### config.mk
export PLATFORM = sky130hd
export DESIGN_NAME = discrete_latch_bank_mapper_core
export DESIGN_NICKNAME = d
export VERILOG_FILES = /design/src/hw/rtl/dlbm_pkg.sv /design/src/hw/rtl/discrete_latch_bank_mapper_core.sv /design/src/hw/rtl/dlbm_decode.sv
export SDC_FILE = /design/constraint.sdc
export NUM_CORES = 1
export LEC_CHECK = 0
export BUFFER_PORTS_ARGS = -buffer_cell sky130_fd_sc_hd__buf_2
export CORE_ASPECT_RATIO = 1.25
export CORE_MARGIN = 2
export CORE_UTILIZATION = 40
export DETAILED_ROUTE_END_ITERATION = 8
export GPL_TIMING_DRIVEN = 0
export PLACE_DENSITY = 0.68
export SYNTH_ARGS = -nofsm -noshare
export SYNTH_HDL_FRONTEND = slang
export SYNTH_SLANG_ARGS = --single-unit
### constraint.sdc
create_clock -name i_clk -period 5.7 [get_ports i_clk]
set_input_delay 1.14 -clock i_clk [delete_from_list [all_inputs] [get_ports i_clk]]
set_output_delay 1.14 -clock i_clk [all_outputs]
set_load 0.1 [all_outputs]
### src/hw/rtl/dlbm_pkg.sv
// dlbm_pkg: shared types and constants for the discrete latch bank mapper
// board decode codes, config register indexes, mirroring codes, decode result struct
// no dependencies
`default_nettype none

package dlbm_pkg;

    // default width of a bank number inside the mapper
    localparam int unsigned BANK_BITS_DEF = 9;
    // internal bank width, wide enough for the widest BANK_BITS
    localparam int unsigned RAW_W  = 12;
    localparam int unsigned OUT_W  = 9;
    localparam int unsigned CFG_IW = 3;
    localparam int unsigned CFG_DW = 16;

    typedef logic [RAW_W-1:0] t_raw;
    typedef logic [OUT_W-1:0] t_bank;

    // config register indexes
    localparam logic [CFG_IW-1:0] CFG_VARIANT     = 3'd0;
    localparam logic [CFG_IW-1:0] CFG_LATCH_INIT  = 3'd1;
    localparam logic [CFG_IW-1:0] CFG_WIN_LOW     = 3'd2;
    localparam logic [CFG_IW-1:0] CFG_WIN_HIGH    = 3'd3;
    localparam logic [CFG_IW-1:0] CFG_BUS_CONF    = 3'd4;
    localparam logic [CFG_IW-1:0] CFG_LARGE_PRG   = 3'd5;
    localparam logic [CFG_IW-1:0] CFG_MIRROR_DEF  = 3'd6;

    // request function codes
    localparam logic FUNC_WRITE = 1'b0;
    localparam logic FUNC_POWER = 1'b1;

    // mirroring codes
    localparam logic [1:0] MIR_HORZ = 2'd0;
    localparam logic [1:0] MIR_VERT = 2'd1;
    localparam logic [1:0] MIR_ONEA = 2'd2;
    localparam logic [1:0] MIR_ONEB = 2'd3;

    // board decode codes
    localparam logic [4:0] VAR_FIXED  = 5'd0;
    localparam logic [4:0] VAR_UXROM  = 5'd1;
    localparam logic [4:0] VAR_CNROM  = 5'd2;
    localparam logic [4:0] VAR_AXROM  = 5'd3;
    localparam logic [4:0] VAR_B8     = 5'd4;
    localparam logic [4:0] VAR_B11    = 5'd5;
    localparam logic [4:0] VAR_CPROM  = 5'd6;
    localparam logic [4:0] VAR_B36    = 5'd7;
    localparam logic [4:0] VAR_B38    = 5'd8;
    localparam logic [4:0] VAR_B66    = 5'd9;
    localparam logic [4:0] VAR_B70    = 5'd10;
    localparam logic [4:0] VAR_B78    = 5'd11;
    localparam logic [4:0] VAR_B86    = 5'd12;
    localparam logic [4:0] VAR_B87    = 5'd13;
    localparam logic [4:0] VAR_B89    = 5'd14;
    localparam logic [4:0] VAR_B93    = 5'd15;
    localparam logic [4:0] VAR_B94    = 5'd16;
    localparam logic [4:0] VAR_B97    = 5'd17;
    localparam logic [4:0] VAR_B101   = 5'd18;
    localparam logic [4:0] VAR_B107   = 5'd19;
    localparam logic [4:0] VAR_B113   = 5'd20;
    localparam logic [4:0] VAR_B152   = 5'd21;
    localparam logic [4:0] VAR_B180   = 5'd22;
    localparam logic [4:0] VAR_B184   = 5'd23;
    localparam logic [4:0] VAR_B203   = 5'd24;
    localparam logic [4:0] VAR_B240   = 5'd25;
    localparam logic [4:0] VAR_B241   = 5'd26;
    localparam logic [4:0] VAR_MC65   = 5'd27;
    localparam logic [4:0] VAR_MC11   = 5'd28;

    typedef struct packed {
        t_bank      prg_lo;
        t_bank      prg_hi;
        t_bank      chr_lo;
        t_bank      chr_hi;
        logic [1:0] mirror;
        logic       sticky;
    } t_decode;

endpackage

`default_nettype wire

### src/hw/rtl/discrete_latch_bank_mapper_core.sv
// discrete_latch_bank_mapper_core: top level of the discrete latch bank mapper
// input register, latch/mirroring state with board decode, result register
// depends on dlbm_pkg and dlbm_decode
`default_nettype none

// Cartridge bank mapper around one 8-bit latch. Each request is either a CPU
// write (loads the latch when its address lies in the configured window and
// the board has a latch) or a power event (reloads the mirroring and, on a
// board with a latch, the latch from their configured values). Every request
// returns one result with the PRG/CHR banks and mirroring in force after it.
// Throughput is one request per clock while the result side does not stall.
// The accepting edge loads the input register; the result register then loads
// through the latch update and board decode, and the latch, mirroring and
// sticky bit update together with it, so back-to-back requests see each
// other's effect. A stalled result holds the input register, which then
// stalls the input in the same cycle. Configuration writes are always ready
// and must be made while no request is in flight.

module discrete_latch_bank_mapper_core
    import dlbm_pkg::*;
#(
    parameter int unsigned BANK_BITS = BANK_BITS_DEF
) (
    input  wire logic              i_clk,
    input  wire logic              i_rst_n,

    input  wire logic              i_in_valid,
    output      logic              o_in_stall,
    input  wire logic              i_func,
    input  wire logic [15:0]       i_address,
    input  wire logic [7:0]        i_data,
    input  wire logic [7:0]        i_rom_value,

    output      logic              o_out_valid,
    input  wire logic              i_out_stall,
    output      logic              o_latch_loaded,
    output      logic [OUT_W-1:0]  o_prg_bank_low,
    output      logic [OUT_W-1:0]  o_prg_bank_high,
    output      logic [OUT_W-1:0]  o_chr_bank_low,
    output      logic [OUT_W-1:0]  o_chr_bank_high,
    output      logic [1:0]        o_mirror_mode,

    input  wire logic              i_cfg_valid,
    output      logic              o_cfg_ready,
    input  wire logic [CFG_IW-1:0] i_cfg_index,
    input  wire logic [CFG_DW-1:0] i_cfg_data
);

    // config registers
    logic [4:0]  r_variant;
    logic [7:0]  r_latch_init;
    logic [15:0] r_win_low, r_win_high;
    logic        r_bus_conf, r_large_prg;
    logic [1:0]  r_mirror_def;

    // mapper state
    logic [7:0]  r_latch, n_latch;
    logic [1:0]  r_mirror, n_mirror;
    logic        r_sticky;

    // input register
    logic        r_s1_valid;
    logic        r_s1_func;
    logic [15:0] r_s1_addr;
    logic [7:0]  r_s1_data, r_s1_rom;

    // result register
    logic        r_out_valid;
    logic        r_out_loaded, n_loaded;
    t_decode     r_out_dec, w_dec;

    logic        w_cfg_wr, w_out_free, w_s1_go, w_in_go, w_board;

    assign o_cfg_ready = 1'b1;
    assign w_cfg_wr    = i_cfg_valid & o_cfg_ready;

    assign w_out_free = ~r_out_valid | ~i_out_stall;
    assign w_s1_go    = r_s1_valid & w_out_free;
    assign o_in_stall = r_s1_valid & ~w_out_free;
    assign w_in_go    = i_in_valid & ~o_in_stall;

    assign w_board = (r_variant inside {[VAR_UXROM:VAR_MC11]});

    always_comb begin
        n_latch  = r_latch;
        n_loaded = 1'b0;
        n_mirror = r_mirror;
        if (r_s1_func == FUNC_POWER) begin
            n_mirror = r_mirror_def;
            if (w_board) begin
                n_latch  = r_latch_init;
                n_loaded = 1'b1;
            end
        end else if (w_board && r_s1_addr >= r_win_low && r_s1_addr <= r_win_high) begin
            n_latch  = r_bus_conf ? (r_s1_data & r_s1_rom) : r_s1_data;
            n_loaded = 1'b1;
        end
    end

    dlbm_decode #(
        .BANK_BITS (BANK_BITS)
    ) u_decode (
        .i_variant   (r_variant),
        .i_large_prg (r_large_prg),
        .i_latch     (n_latch),
        .i_sync      (n_loaded),
        .i_sticky    (r_sticky),
        .i_mirror    (n_mirror),
        .o_dec       (w_dec)
    );

    always_ff @(posedge i_clk) begin
        if (!i_rst_n) begin
            r_variant    <= VAR_FIXED;
            r_latch_init <= 8'h00;
            r_win_low    <= 16'h8000;
            r_win_high   <= 16'hFFFF;
            r_bus_conf   <= 1'b0;
            r_large_prg  <= 1'b0;
            r_mirror_def <= MIR_HORZ;
            r_latch      <= 8'h00;
            r_mirror     <= MIR_HORZ;
            r_sticky     <= 1'b0;
        end else begin
            if (w_s1_go) begin
                r_latch  <= n_latch;
                r_mirror <= w_dec.mirror;
                r_sticky <= w_dec.sticky;
            end
            if (w_cfg_wr) begin
                case (i_cfg_index)
                    CFG_VARIANT:    r_variant    <= i_cfg_data[4:0];
                    CFG_LATCH_INIT: r_latch_init <= i_cfg_data[7:0];
                    CFG_WIN_LOW:    r_win_low    <= i_cfg_data;
                    CFG_WIN_HIGH:   r_win_high   <= i_cfg_data;
                    CFG_BUS_CONF:   r_bus_conf   <= i_cfg_data[0];
                    CFG_LARGE_PRG:  r_large_prg  <= i_cfg_data[0];
                    CFG_MIRROR_DEF: begin
                        r_mirror_def <= i_cfg_data[1:0];
                        r_mirror     <= i_cfg_data[1:0];
                    end
                    default: ;
                endcase
            end
        end
    end

    // pipeline valids
    always_ff @(posedge i_clk) begin
        if (!i_rst_n) begin
            r_s1_valid  <= 1'b0;
            r_out_valid <= 1'b0;
        end else begin
            if (w_in_go) begin
                r_s1_valid <= 1'b1;
            end else if (w_s1_go) begin
                r_s1_valid <= 1'b0;
            end
            if (w_s1_go) begin
                r_out_valid <= 1'b1;
            end else if (w_out_free) begin
                r_out_valid <= 1'b0;
            end
        end
    end

    // payload registers
    always_ff @(posedge i_clk) begin
        if (w_in_go) begin
            r_s1_func <= i_func;
            r_s1_addr <= i_address;
            r_s1_data <= i_data;
            r_s1_rom  <= i_rom_value;
        end
        if (w_s1_go) begin
            r_out_loaded <= n_loaded;
            r_out_dec    <= w_dec;
        end
    end

    assign o_out_valid     = r_out_valid;
    assign o_latch_loaded  = r_out_loaded;
    assign o_prg_bank_low  = r_out_dec.prg_lo;
    assign o_prg_bank_high = r_out_dec.prg_hi;
    assign o_chr_bank_low  = r_out_dec.chr_lo;
    assign o_chr_bank_high = r_out_dec.chr_hi;
    assign o_mirror_mode   = r_out_dec.mirror;

    a_latch_hold: assert property (@(posedge i_clk) disable iff (!i_rst_n)
        !w_s1_go |=> $stable(r_latch) && $stable(r_sticky))
        else $error("latch or sticky bit changed without a request");

    a_sticky_keep: assert property (@(posedge i_clk) disable iff (!i_rst_n)
        r_sticky |=> r_sticky)
        else $error("sticky mirror bit cleared");

    a_no_board: assert property (@(posedge i_clk) disable iff (!i_rst_n)
        w_s1_go && !w_board |=> !r_out_loaded && $stable(r_latch))
        else $error("latch loaded on a board without a latch");

    a_stall_full: assert property (@(posedge i_clk) disable iff (!i_rst_n)
        o_in_stall |-> r_s1_valid && r_out_valid && i_out_stall)
        else $error("input stalled while the pipeline has room");

endmodule

`default_nettype wire

### src/hw/rtl/dlbm_decode.sv
// dlbm_decode: board decode from latch value to PRG/CHR banks and mirroring
// purely combinational, also produces the next mirroring and sticky bit
// depends on dlbm_pkg
`default_nettype none

module dlbm_decode
    import dlbm_pkg::*;
#(
    parameter int unsigned BANK_BITS = BANK_BITS_DEF
) (
    input  wire logic [4:0] i_variant,
    input  wire logic       i_large_prg,
    input  wire logic [7:0] i_latch,
    input  wire logic       i_sync,
    input  wire logic       i_sticky,
    input  wire logic [1:0] i_mirror,
    output      t_decode    o_dec
);

    localparam t_raw BANK_MASK = t_raw'((13'(1) << BANK_BITS) - 13'(1));
    localparam t_raw BANK_LAST = BANK_MASK;

    function automatic t_raw f_ext(input logic [7:0] x);
        f_ext = {4'b0000, x};
    endfunction

    // 32K bank b shows as 2b / 2b+1
    function automatic t_raw f_dbl(input logic [7:0] x);
        f_dbl = {3'b000, x, 1'b0};
    endfunction

    t_raw       w_plo, w_phi, w_clo, w_chi;
    logic       w_mir_ok;
    logic [1:0] w_mir;
    logic       w_sticky;
    logic [7:0] l;

    assign l = i_latch;

    always_comb begin
        w_plo    = t_raw'(0);
        w_phi    = BANK_LAST;
        w_clo    = t_raw'(0);
        w_chi    = t_raw'(1);
        w_mir_ok = 1'b0;
        w_mir    = MIR_HORZ;
        w_sticky = i_sticky;
        case (i_variant)
            VAR_UXROM: begin
                if (i_large_prg) begin
                    w_plo = f_ext({4'b0, l[3:0]});
                end else begin
                    w_plo    = f_ext({5'b0, l[2:0]});
                    w_sticky = i_sticky | (i_sync & l[3]);
                    w_mir_ok = w_sticky;
                    w_mir    = l[3] ? MIR_HORZ : MIR_VERT;
                end
            end
            VAR_CNROM: begin
                w_plo = f_dbl(8'd0);  w_phi = f_dbl(8'd0) | t_raw'(1);
                w_clo = f_dbl(l);     w_chi = f_dbl(l) | t_raw'(1);
            end
            VAR_AXROM: begin
                w_plo    = f_dbl({4'b0, l[3:0]});
                w_phi    = f_dbl({4'b0, l[3:0]}) | t_raw'(1);
                w_mir_ok = 1'b1;
                w_mir    = l[4] ? MIR_ONEB : MIR_ONEA;
            end
            VAR_B8: begin
                w_plo = f_ext({3'b0, l[7:3]});  w_phi = t_raw'(1);
                w_clo = f_dbl({6'b0, l[1:0]});  w_chi = f_dbl({6'b0, l[1:0]}) | t_raw'(1);
            end
            VAR_B11: begin
                w_plo = f_dbl({4'b0, l[3:0]});  w_phi = f_dbl({4'b0, l[3:0]}) | t_raw'(1);
                w_clo = f_dbl({4'b0, l[7:4]});  w_chi = f_dbl({4'b0, l[7:4]}) | t_raw'(1);
            end
            VAR_CPROM: begin
                w_plo = f_dbl(8'd0);  w_phi = f_dbl(8'd0) | t_raw'(1);
                w_clo = t_raw'(0);    w_chi = f_ext({6'b0, l[1:0]});
            end
            VAR_B36, VAR_B66, VAR_B240: begin
                w_plo = f_dbl({4'b0, l[7:4]});  w_phi = f_dbl({4'b0, l[7:4]}) | t_raw'(1);
                w_clo = f_dbl({4'b0, l[3:0]});  w_chi = f_dbl({4'b0, l[3:0]}) | t_raw'(1);
            end
            VAR_B38: begin
                w_plo = f_dbl({6'b0, l[1:0]});  w_phi = f_dbl({6'b0, l[1:0]}) | t_raw'(1);
                w_clo = f_dbl({2'b0, l[7:2]});  w_chi = f_dbl({2'b0, l[7:2]}) | t_raw'(1);
            end
            VAR_B70: begin
                w_plo = f_ext({4'b0, l[7:4]});
                w_clo = f_dbl({4'b0, l[3:0]});  w_chi = f_dbl({4'b0, l[3:0]}) | t_raw'(1);
            end
            VAR_B78: begin
                w_plo    = f_ext({5'b0, l[2:0]});
                w_clo    = f_dbl({4'b0, l[7:4]});
                w_chi    = f_dbl({4'b0, l[7:4]}) | t_raw'(1);
                w_mir_ok = 1'b1;
                w_mir    = l[3] ? MIR_ONEB : MIR_ONEA;
            end
            VAR_B86: begin
                w_plo = f_dbl({6'b0, l[5:4]});
                w_phi = f_dbl({6'b0, l[5:4]}) | t_raw'(1);
                w_clo = f_dbl({5'b0, l[6], l[1:0]});
                w_chi = f_dbl({5'b0, l[6], l[1:0]}) | t_raw'(1);
            end
            VAR_B87: begin
                // chr select bits come in swapped
                w_plo = f_dbl(8'd0);  w_phi = f_dbl(8'd0) | t_raw'(1);
                w_clo = f_dbl({6'b0, l[0], l[1]});
                w_chi = f_dbl({6'b0, l[0], l[1]}) | t_raw'(1);
            end
            VAR_B89: begin
                w_plo    = f_ext({5'b0, l[6:4]});
                w_clo    = f_dbl({4'b0, l[7], l[2:0]});
                w_chi    = f_dbl({4'b0, l[7], l[2:0]}) | t_raw'(1);
                w_mir_ok = 1'b1;
                w_mir    = l[3] ? MIR_ONEB : MIR_ONEA;
            end
            VAR_B93: begin
                w_plo = f_ext({4'b0, l[7:4]});
            end
            VAR_B94: begin
                w_plo = f_ext({2'b0, l[7:2]});
            end
            VAR_B97: begin
                w_plo = BANK_LAST;
                w_phi = f_ext({4'b0, l[3:0]});
                w_clo = f_dbl({6'b0, l[0], l[1]});
                w_chi = f_dbl({6'b0, l[0], l[1]}) | t_raw'(1);
                // only the two middle codes of bits 7..6 drive mirroring
                w_mir_ok = l[7] ^ l[6];
                w_mir    = l[7] ? MIR_VERT : MIR_HORZ;
            end
            VAR_B101: begin
                w_plo = f_dbl(8'd0);  w_phi = f_dbl(8'd0) | t_raw'(1);
                w_clo = f_dbl(l);     w_chi = f_dbl(l) | t_raw'(1);
            end
            VAR_B107: begin
                w_plo = f_dbl({6'b0, l[2:1]});  w_phi = f_dbl({6'b0, l[2:1]}) | t_raw'(1);
                w_clo = f_dbl({5'b0, l[2:0]});  w_chi = f_dbl({5'b0, l[2:0]}) | t_raw'(1);
            end
            VAR_B113: begin
                w_plo = f_dbl({5'b0, l[5:3]});
                w_phi = f_dbl({5'b0, l[5:3]}) | t_raw'(1);
                w_clo = f_dbl({4'b0, l[6], l[2:0]});
                w_chi = f_dbl({4'b0, l[6], l[2:0]}) | t_raw'(1);
            end
            VAR_B152: begin
                w_plo    = f_ext({5'b0, l[6:4]});
                w_clo    = f_dbl({4'b0, l[3:0]});
                w_chi    = f_dbl({4'b0, l[3:0]}) | t_raw'(1);
                w_mir_ok = 1'b1;
                w_mir    = l[7] ? MIR_ONEB : MIR_ONEA;
            end
            VAR_B180: begin
                w_plo = t_raw'(0);
                w_phi = f_ext(l);
            end
            VAR_B184: begin
                w_plo = f_dbl(8'd0);  w_phi = f_dbl(8'd0) | t_raw'(1);
                w_clo = f_ext(l);     w_chi = f_ext({4'b0, l[7:4]});
            end
            VAR_B203: begin
                w_plo = f_ext({6'b0, l[3:2]});  w_phi = f_ext({6'b0, l[3:2]});
                w_clo = f_dbl({6'b0, l[1:0]});  w_chi = f_dbl({6'b0, l[1:0]}) | t_raw'(1);
            end
            VAR_B241: begin
                w_plo = f_dbl(l);  w_phi = f_dbl(l) | t_raw'(1);
            end
            VAR_MC65: begin
                if (l[6]) begin
                    w_plo = f_dbl({4'b0, l[4:1]});
                    w_phi = f_dbl({4'b0, l[4:1]}) | t_raw'(1);
                end else begin
                    w_plo = f_ext({3'b0, l[5:4], l[2:0]});
                    w_phi = f_ext({3'b0, l[5:4], 3'b111});
                end
                w_mir_ok = 1'b1;
                if (l[7]) begin
                    w_mir = l[5] ? MIR_ONEB : MIR_ONEA;
                end else begin
                    w_mir = l[3] ? MIR_HORZ : MIR_VERT;
                end
            end
            VAR_MC11: begin
                w_plo    = f_dbl({5'b0, l[6:4]});
                w_phi    = f_dbl({5'b0, l[6:4]}) | t_raw'(1);
                w_clo    = f_dbl({3'b0, l[6:4], l[1:0]});
                w_chi    = f_dbl({3'b0, l[6:4], l[1:0]}) | t_raw'(1);
                w_mir_ok = 1'b1;
                w_mir    = l[7] ? MIR_VERT : MIR_HORZ;
            end
            default: begin
                // fixed rom and unused codes: bank 0 then last
                w_plo = t_raw'(0);
            end
        endcase
    end

    t_raw w_plo_m, w_phi_m, w_clo_m, w_chi_m;

    // wrap to BANK_BITS, then present the low output bits
    assign w_plo_m = w_plo & BANK_MASK;
    assign w_phi_m = w_phi & BANK_MASK;
    assign w_clo_m = w_clo & BANK_MASK;
    assign w_chi_m = w_chi & BANK_MASK;

    assign o_dec.prg_lo = w_plo_m[OUT_W-1:0];
    assign o_dec.prg_hi = w_phi_m[OUT_W-1:0];
    assign o_dec.chr_lo = w_clo_m[OUT_W-1:0];
    assign o_dec.chr_hi = w_chi_m[OUT_W-1:0];
    assign o_dec.mirror = (i_sync && w_mir_ok) ? w_mir : i_mirror;
    assign o_dec.sticky = w_sticky;

endmodule

`default_nettype wire

==> results.toml, run 1 <==
[run_status]
status = "completed"

[pwr]
power_density_nw_per_um2 = 309
power.leakage_nw = 3.19
ir_drop_mv = 0.168
report.power.total_mw = 2.58

[die]
rows = 53
die_y_um = 151
dieArea_um2 = 18300
io_pins = 99
die_x_um = 122
initial_utilization = 0.410
design.core.area_um2 = 16800

[global_route]
antenna_found_initial = 0
grt_pass1_vias = 5977
grt_max_degree = 41
grtUsageTotal = 0.224
grt_overflow = 0
grt_pass1_wl_mm = 31.2

[sta]
hold_viol = 0
layout_min_cycle_time_ns = 3.73
timing.slew.headroom = 0.361
fin_worst_skew_ns = 0.0111
rsz0062_at_grt = "false"
setup_tns_ns = 0
finalSetupViolCount = 0
worst_slew_pin_slew_ns = 0.956
maxSlewViolCount = 0
fin_crit_sh = 0.654
fmax_mhz = 268

[critical_path]
worstPathRequired_ns = 5.82
cp_slowest_cell = "a2111o_1"
crit_chain = "inv_1, ha_1, nand2b_1, a2111o_1, a32o_1, o211ai_2, or3_1, buf_6, buf_6, o21ai_0, a31oi_1, buf_2, nor3_1, nor3_1, o2111ai_1"
regToRegSetupSlack_ns = 1.97
reg2reg_depth = 15
crit_path_end_kind = "flop"
max_stage_delay_ns = 0.44
r2r_start = "r_s1_addr[0]"
crit_type = "flop to flop"
worstPathArrival_ns = 3.85
critical_path.max_fanout = 10
worstSetupStartpointType = "flop"
worstReg2RegEnd = "o_prg_bank_high[2]"

[cells_and_area]
stdcell_count = 1083
diodes = 0
nets = 939
drive_gt1_frac = 0.189
area_delta_synth_final_pct = 21.0

[drt]
firstDrtPassIters = 5
routedWlPerCell_um = 18.2
ant_nets = 0
drc = 0
drt_iter0_drc = 405
drt_wl_total_mm = 19.8
via_per_inst = 5.50
vias = 5953

[yosys]
synth_area_um2 = 6910
synthTopCellsByCount = "nand2_1 (112), edfxtp_1 (72), nor2_1 (63)"
synth_edf_count = 72
ys_ff_latch = 134
avgSynthCellArea_um2 = 9.42
synth_area_leader_cell = "edfxtp_1"
yosysMostFrequentCell = "nand2_1"
ys_top_cells_by_area = "edfxtp_1 (31%), dfxtp_1 (18%), nand2_1 (6.1%)"
synth_top_cell_area_share = 0.313
yosysWarnings = 0
async_reset_ff_frac = 0
syn-num-nets = 822
synth_ff_type = "edfxtp_1"
yosysUniqueCellTypes = 76
ys_seq_area_frac = 0.493
synthCells = 733

[clock_tree]
holdBufCountCts = 0
cts_tree = "built"
clk_pin_slew_ns = 0.06
cts_buffers = 17
cts_buffer_depth = 2
clock-sinks = 134
cts_resized = 0
worst_skew_pair.late_latency_ns = 0.43
cts_setup_buffers = 0
htreeDepth = 4
ctsRootBufferMaster = "clkbuf_16"

[placed_design]
dp.cells = 1051
gp_congestion = 1.02
numPortBuffers = 96
dpl.hpwl_mm = 14.8

[hold_path]
hold_path_class = "flop to flop"
hold_path.startpoint = "r_win_low[8]"
min_path_cells = 2
holdPathEnd = "r_win_low[8]"

[flow_run]
maxCapViolCount = 0
## worst max-delay path: cells and delay by family, from the launching register on
kind / cells / cell delay, ns
and+or+nand+nor: 4 / 0.76
buffers and inverters: 4 / 0.69
DFF: 1 / 0.35
adders and majority gates: 1 / 0.22
AOI/OAI and AO/OA: 6 / 1.39
## cells by family (layout without fill, tap and decap cells)
family / after synthesis / after routing / synth area share
flip-flops: 134 / 134 / 0.493
other: 1 / 1 / 0.000543
AO/OA/AOI/OAI: 199 / 199 / 0.200
buffers and inverters: 94 / 224 / 0.0569
multiplexers: 13 / 13 / 0.0190
XOR/XNOR: 5 / 5 / 0.00743
adder cells (fa/ha/maj): 32 / 32 / 0.0580
AND/OR/NAND/NOR: 255 / 255 / 0.165
## routing by layer
metal  vias up  track usage  part of all wire
met5         -            0                 0
met4         0        0.143             0.051
met3        65       0.0486             0.053
met2       231        0.395              0.51
met1      2777        0.244              0.38
li1       2880            -                 -
## worst max-delay path by stage
stage,from,end,slack [ns],depth (start not counted)
finish,r_s1_addr[0],o_prg_bank_high[2],1.97,15
global route,r_s1_addr[11],o_prg_bank_high[2],1.73,13
CTS,r_s1_addr[0],o_prg_bank_high[2],2.03,15
detailed placement,r_s1_addr[0],o_prg_bank_high[2],2.05,15
global placement,i_out_stall,r_s1_rom[0],1.59,3
floorplan,i_out_stall,r_s1_addr[0],1.95,2
## state kept, by name, indices dropped and copies added, names as in the netlist
name             flops
r_s1_valid           1
r_variant            5
r_latch              8
r_win_high          16
o_chr_bank_low       9
r_s1_data            8
r_s1_addr           16
o_chr_bank_high      9
r_large_prg          1
o_prg_bank_low       9
r_mirror             2
r_sticky             1
r_win_low           16
o_prg_bank_high      9
r_bus_conf           1
r_latch_init         8
r_s1_func            1
r_mirror_def         2
r_s1_rom             8
o_latch_loaded       1
o_out_valid          1
o_mirror_mode        2
## stage by stage
step	setup WS, ns	instance area [µm²]	util	hold WS [ns]
after floorplan	1.95	6910	-	0.431
after global placement	1.59	7660	0.455	0.443
after detailed placement	2.05	7710	0.458	0.447
after CTS	2.03	8360	0.496	0.455
after global routing	1.73	8360	0.496	0.472
final	1.97	8360	0.496	0.456
## where the power goes
part	internal [mW]	leakage (nW)	switching, mW
logic	0.0822	1.72	0.225
registers	1.06	1.17	0.0156
clock network	0.789	0.308	0.414
total	1.93	3.19	0.655
## cells in the final DEF, fill, tap and decap left out, drive strengths merged, types with 4 or more instances in the layout
cell    synthesis  final
a211oi         10     10
a21oi          58     58
a31oi          13     13
and2            7      7
buf            20    118
bufinv          0      5
clkbuf         23     44
clkinv          2      5
dfxtp          62     62
edfxtp         72     72
ha             32     32
inv            49     50
mux2i          12     12
nand2         112    112
nand2b         10     10
nand3          14     14
nand4           8      8
nor2           64     64
nor2b           9      9
nor3           15     15
nor4            4      4
o211ai         28     28
o21ai          26     26
o21bai          5      5
o221a           4      4
o221ai         11     11
o22ai          11     11
o31ai           5      5
or2             4      4
## layout make-up
class	count	area, µm²
Fill cell	1631	8490
Sequential cell	134	3400
Multi-Input combinational cell	505	3120
Timing Repair Buffer	98	520
Clock buffer	21	450
Tap cell	220	275
Buffer	43	203
Clock inverter	11	196
Inverter	51	191
Power figures use the tool's default switching activity.
==> inputs of run 2 (changes only) <==
ABC_AREA = 1   (was unset)
clock period = 3.57 ns   (was 5.7 ns; I/O delays follow)
==> results.toml, run 2 <==
[run_status]
status = "completed"

[global_route]
gr-usage-met2 = 0.345
grtUsageTotal = 0.204
grt_pass1_vias = 5749
grt_pass1_wl_mm = 28.7
top_usage_layer = "met2"
met3_usage = 0.0486
met1_usage = 0.247
antenna_found_initial = 0
grt_max_degree = 38
grt_overflow = 0

[critical_path]
worst-path-buf-inv = 3
critical_path.max_fanout = 10
crit_chain = "ha_1, nand2_1, nor2_1, nand4_1, inv_1, nand4_1, nand2_2, nand2_4, buf_6, nand2_1, nand3_1, nand2_1, inv_1, a221oi_1, nand4_1"
critPathTopFamily = "simple AND/OR/NAND/NOR gates"
max_stage_delay_ns = 0.42
crit_type = "flop to flop"
worstPathRequired_ns = 3.72
crit_path_end_kind = "flop"
worstSetupStartpointType = "flop"
cp_slowest_cell = "edfxtp_1"
worstPathArrival_ns = 3.34

[pwr]
ir_drop_mv = 0.280
report.power.total_mw = 4.10
power_density_nw_per_um2 = 491
power.leakage_nw = 3.73

[sta]
fin_worst_skew_ns = 0.0115
finalWorstSetupSlack_ns = 0.373
worst_slew_pin_slew_ns = 0.648
timing.slew.headroom = 0.564
hold_viol = 0
rsz0062_at_grt = "false"
fin_crit_sh = 0.895
layout_min_cycle_time_ns = 3.20
fmax_mhz = 313
maxSlewViolCount = 0
finalSetupViolCount = 0

[drt]
vias = 6108
firstDrtPassIters = 7
drt_iter0_drc = 547
drc = 0
routedWlPerCell_um = 15.2
drt_wl_total_mm = 18.0
ant_nets = 0
via_per_inst = 5.14

[die]
die_y_um = 151
design.core.area_um2 = 16900
dieArea_um2 = 18400
rows = 53
io_pins = 99
initial_utilization = 0.410
die_x_um = 122

[placed_design]
dp.cells = 1155
numPortBuffers = 97
gp_congestion = 0.988
dp_slack_ns = 0.416
placed_cell_area_um2 = 7730
dpl.hpwl_mm = 13.5

[yosys]
synth_top_cell_area_share = 0.312
synth_ff_type = "edfxtp_1"
avgSynthCellArea_um2 = 8.29
async_reset_ff_frac = 0
yosysWarnings = 0
ys_top_cells_by_area = "edfxtp_1 (31%), dfxtp_1 (18%), inv_1 (6.9%)"
synth_area_um2 = 6940
synth_edf_count = 72
syn-num-nets = 926
synthCells = 837
ys_ff_latch = 134
synth_area_leader_cell = "edfxtp_1"
synthTopCellsByCount = "inv_1 (127), nand2_1 (123), o21ai_0 (91)"
ys_seq_area_frac = 0.490
yosysUniqueCellTypes = 39
yosysMostFrequentCell = "inv_1"

[cells_and_area]
drive_gt1_frac = 0.184
nets = 1044
mostFrequentLayoutCells = "inv_1 (127), nand2_1 (123), buf_2 (100)"
reg_top3 = "r_s1_addr (16), r_win_high (16), r_win_low (16)"
multi_input_area_um2 = 2920
stdcell_area_um2 = 8370
stdcell_count = 1188
regArea_um2 = 3400
fin_util = 0.495
layout_commonest_cell = "inv_1"
diodes = 0
area_delta_synth_final_pct = 20.6
filler_cell_count = 1626

[hold_path]
hold_path_class = "input port to flop"

[clock_tree]
cts_buffer_depth = 2
holdBufCountCts = 0
cts_tree = "built"
ctsRootBufferMaster = "clkbuf_16"
clk_pin_slew_ns = 0.06
worst_skew_pair.late_latency_ns = 0.43
clock-sinks = 134
cts_buffers = 17
cts_resized = 0
cts_setup_buffers = 0
htreeDepth = 4

[flow_run]
maxCapViolCount = 0
run 2: worst paths after layout:
| kind | startpoint | endpoint | slack (ns) | cells after the start |
|---|---|---|---|---|
| max | r_s1_addr[15] | o_prg_bank_low[3] | 0.37 | 15 |
| min | i_address[5] | r_s1_addr[5] | 0.46 | 1 |
| max reg2reg | r_s1_addr[15] | o_prg_bank_low[3] | 0.37 | 15 |
| min reg2reg | r_mirror_def[0] | r_mirror_def[0] | 0.46 | 2 |
run 2: layout make-up:
class / instances / area share
clock buffers: 21 / 0.0603
clock inverters: 11 / 0.0130
flip-flops and latches: 134 / 0.407
inverters: 138 / 0.0622
well taps: 220 / 0.0329
repair buffers: 99 / 0.0637
multi-input cells: 544 / 0.349
plain buffers: 21 / 0.0126
run 2: kinds of logic after synthesis:
group                    count (synthesis)  share of synthesized area
AND/OR/NAND/NOR                        298                      0.190
AO/OA/AOI/OAI                          213                      0.171
buffers and inverters                  159                     0.0902
flip-flops                             134                      0.490
adder cells (fa/ha/maj)                 32                     0.0577
other                                    1                   0.000540
run 2: worst register-to-register path: cells and delay by family, from the launching register on:
kind,cells,cell delay [ns]
adder cells (fa/ha/maj),1,0.32
AND/OR/NAND/NOR,10,1.34
AO/OA/AOI/OAI,1,0.37
buffers and inverters,3,0.49
flip-flops,1,0.42
run 2: metrics by stage:
step           setup TNS (ns)  hold slack, ns
2_1_floorplan               0           0.435
3_3_place_gp          -0.0182           0.448
3_5_place_dp                0           0.454
4_1_cts                     0           0.448
5_1_grt                     0           0.442
6_report                    0           0.459
run 2: routing by layer:
metal,share of wire,vias up
met5,0,-
met1,0.41,2726
met3,0.066,49
met4,0.030,0
met2,0.50,274
li1,-,3059
run 2: power by group:
group          internal, mW  total, mW  switching (mW)
Sequential             1.70       1.73          0.0253
Clock                  1.09       1.77           0.683
Combinational         0.149      0.603           0.454
==> inputs of run 3 (changes only) <==
CORE_MARGIN = unset   (was 2)
==> results.toml, run 3 (synthesis results as in run 2) <==
[run_status]
status = "completed"

[critical_path]
crit_top_cell = "nand2_1"
crit_path_end_kind = "flop"
regToRegSetupSlack_ns = 0.28
worstSetupStartpointType = "flop"
worstReg2RegEnd = "o_prg_bank_low[1]"
worst-path-buf-inv = 4
crit_type = "flop to flop"
critical_path.max_fanout = 10
worstPathRequired_ns = 3.73
max_stage_delay_ns = 0.41
reg2reg_depth = 19
cp_slowest_cell = "edfxtp_1"
r2r_start = "r_s1_addr[15]"
crit_chain = "ha_1, nand2_1, nor2_1, nand4_1, inv_1, nand2_1, nand2_1, nand2_2, nand2_4, buf_6, inv_2, o211ai_1, o211ai_1, nand2_1, inv_2, o21ai_1, o21ai_0, nor3_1, nand3_1"
critPathTopFamily = "simple AND/OR/NAND/NOR gates"
worstPathArrival_ns = 3.44

[pwr]
switchingPower_mw = 1.17
sw_frac_of_total = 0.293
p_comb_frac = 0.151
power_density_nw_per_um2 = 479
power.leakage_nw = 3.71
clkPwrFrac = 0.414
internal_power_mw = 2.82
p_seq_frac = 0.434
ir_drop_mv = 0.289

[global_route]
antenna_found_initial = 0
top_usage_layer = "met2"
gr-usage-met2 = 0.373
met3_usage = 0.0451
grt_max_degree = 39
grtUsageTotal = 0.212
grt_pass1_vias = 5960
grt_pass1_wl_mm = 29.1
met1_usage = 0.239
grt_overflow = 0

[cells_and_area]
nets = 1044
area_delta_synth_final_pct = 19.7
reg_top3 = "r_s1_addr (16), r_win_high (16), r_win_low (16)"
layout_commonest_cell = "inv_1"
stdcell_count = 1188
diodes = 0
drive_gt1_frac = 0.184
mostFrequentLayoutCells = "inv_1 (127), nand2_1 (123), buf_2 (100)"
fin_util = 0.491

[clock_tree]
clk_pin_slew_ns = 0.06
ctsRootBufferMaster = "clkbuf_16"
clock-sinks = 134
cts_tree = "built"
cts_buffers = 17
holdBufCountCts = 0
cts_buffer_depth = 2
cts_resized = 0
cts_setup_buffers = 0
worst_skew_pair.late_latency_ns = 0.43
htreeDepth = 4

[die]
rows = 53
die_y_um = 149
die_x_um = 120
initial_utilization = 0.410
design.core.area_um2 = 16900
io_pins = 99
dieArea_um2 = 17900

[sta]
finalWorstSetupSlack_ns = 0.283
fin_crit_sh = 0.921
fin_worst_skew_ns = 0.00905
worst_slew_pin_slew_ns = 0.644
finalSetupViolCount = 0
fmax_mhz = 304
maxSlewViolCount = 0
hold_viol = 0
rsz0062_at_grt = "false"
timing.slew.headroom = 0.568
setup_tns_ns = 0
layout_min_cycle_time_ns = 3.29
timing.hold.ws_ns = 0.460

[drt]
via_per_inst = 5.20
drc = 0
vias = 6174
drt_wl_total_mm = 18.0
drt_iter0_drc = 411
routedWlPerCell_um = 15.2
ant_nets = 0
firstDrtPassIters = 5

[hold_path]
min_path_cells = 1
holdPathEnd = "r_s1_addr[7]"
hold_path.startpoint = "i_address[7]"
hold_path_class = "input port to flop"

[flow_run]
maxCapViolCount = 0

[placed_design]
numPortBuffers = 97
dpl.hpwl_mm = 13.6
dp.cells = 1155
dp_slack_ns = 0.367
gp_congestion = 0.949
run 3: cell count changes in the layout (fill, tap and decap cells not counted):
cell and change:
inv_4 +2, clkinv_2 +1, inv_6 +1, clkinvlp_4 +1, clkinv_4 -2, clkbuf_16 -3
run 3: worst max path at each step:
stage / startpoint / end / slack (ns) / cells past startpoint
finish: r_s1_addr[15] / o_prg_bank_low[1] / 0.28 / 19
global route: r_s1_addr[15] / o_prg_bank_low[1] / 0.17 / 19
CTS: r_s1_addr[14] / o_prg_bank_low[1] / 0.32 / 19
detailed placement: r_s1_addr[14] / o_prg_bank_low[1] / 0.37 / 19
global placement: i_out_stall / r_latch[7] / -0.02 / 8
floorplan: o_out_valid / r_s1_addr[0] / 0.05 / 5
run 3: routing by layer:
metal / vias to the layer above / wire length [µm]
met5: - / 0
met3: 50 / 964
met2: 230 / 9000
met4: 0 / 689
li1: 3065 / -
met1: 2829 / 7370
run 3: final cells by class:
| type | count | area, µm² |
|---|---|---|
| well taps | 220 | 275 |
| plain buffers | 21 | 105 |
| repair buffers | 99 | 533 |
| multi-input cells | 544 | 2920 |
| fillers | 1680 | 8600 |
| clock inverters | 14 | 125 |
| flip-flops and latches | 134 | 3400 |
| inverters | 138 | 520 |
| clock buffers | 18 | 429 |
run 3: stage by stage:
stage | total power, mW | area (µm²)
2_1_floorplan | 2.19 | 6940
3_3_place_gp | 2.35 | 7700
3_5_place_dp | 2.36 | 7730
4_1_cts | 4.01 | 8280
5_1_grt | 4.15 | 8310
6_report | 3.98 | 8310
run 3: power groups by stage:
stage | clock [mW] | combinational, mW | sequential [mW]
final | 1.65 | 0.603 | 1.73
after CTS | 1.68 | 0.597 | 1.73
after global placement | 0 | 0.586 | 1.76
after floorplan | 0 | 0.277 | 1.91
after global routing | 1.76 | 0.654 | 1.74
after detailed placement | 0 | 0.594 | 1.76
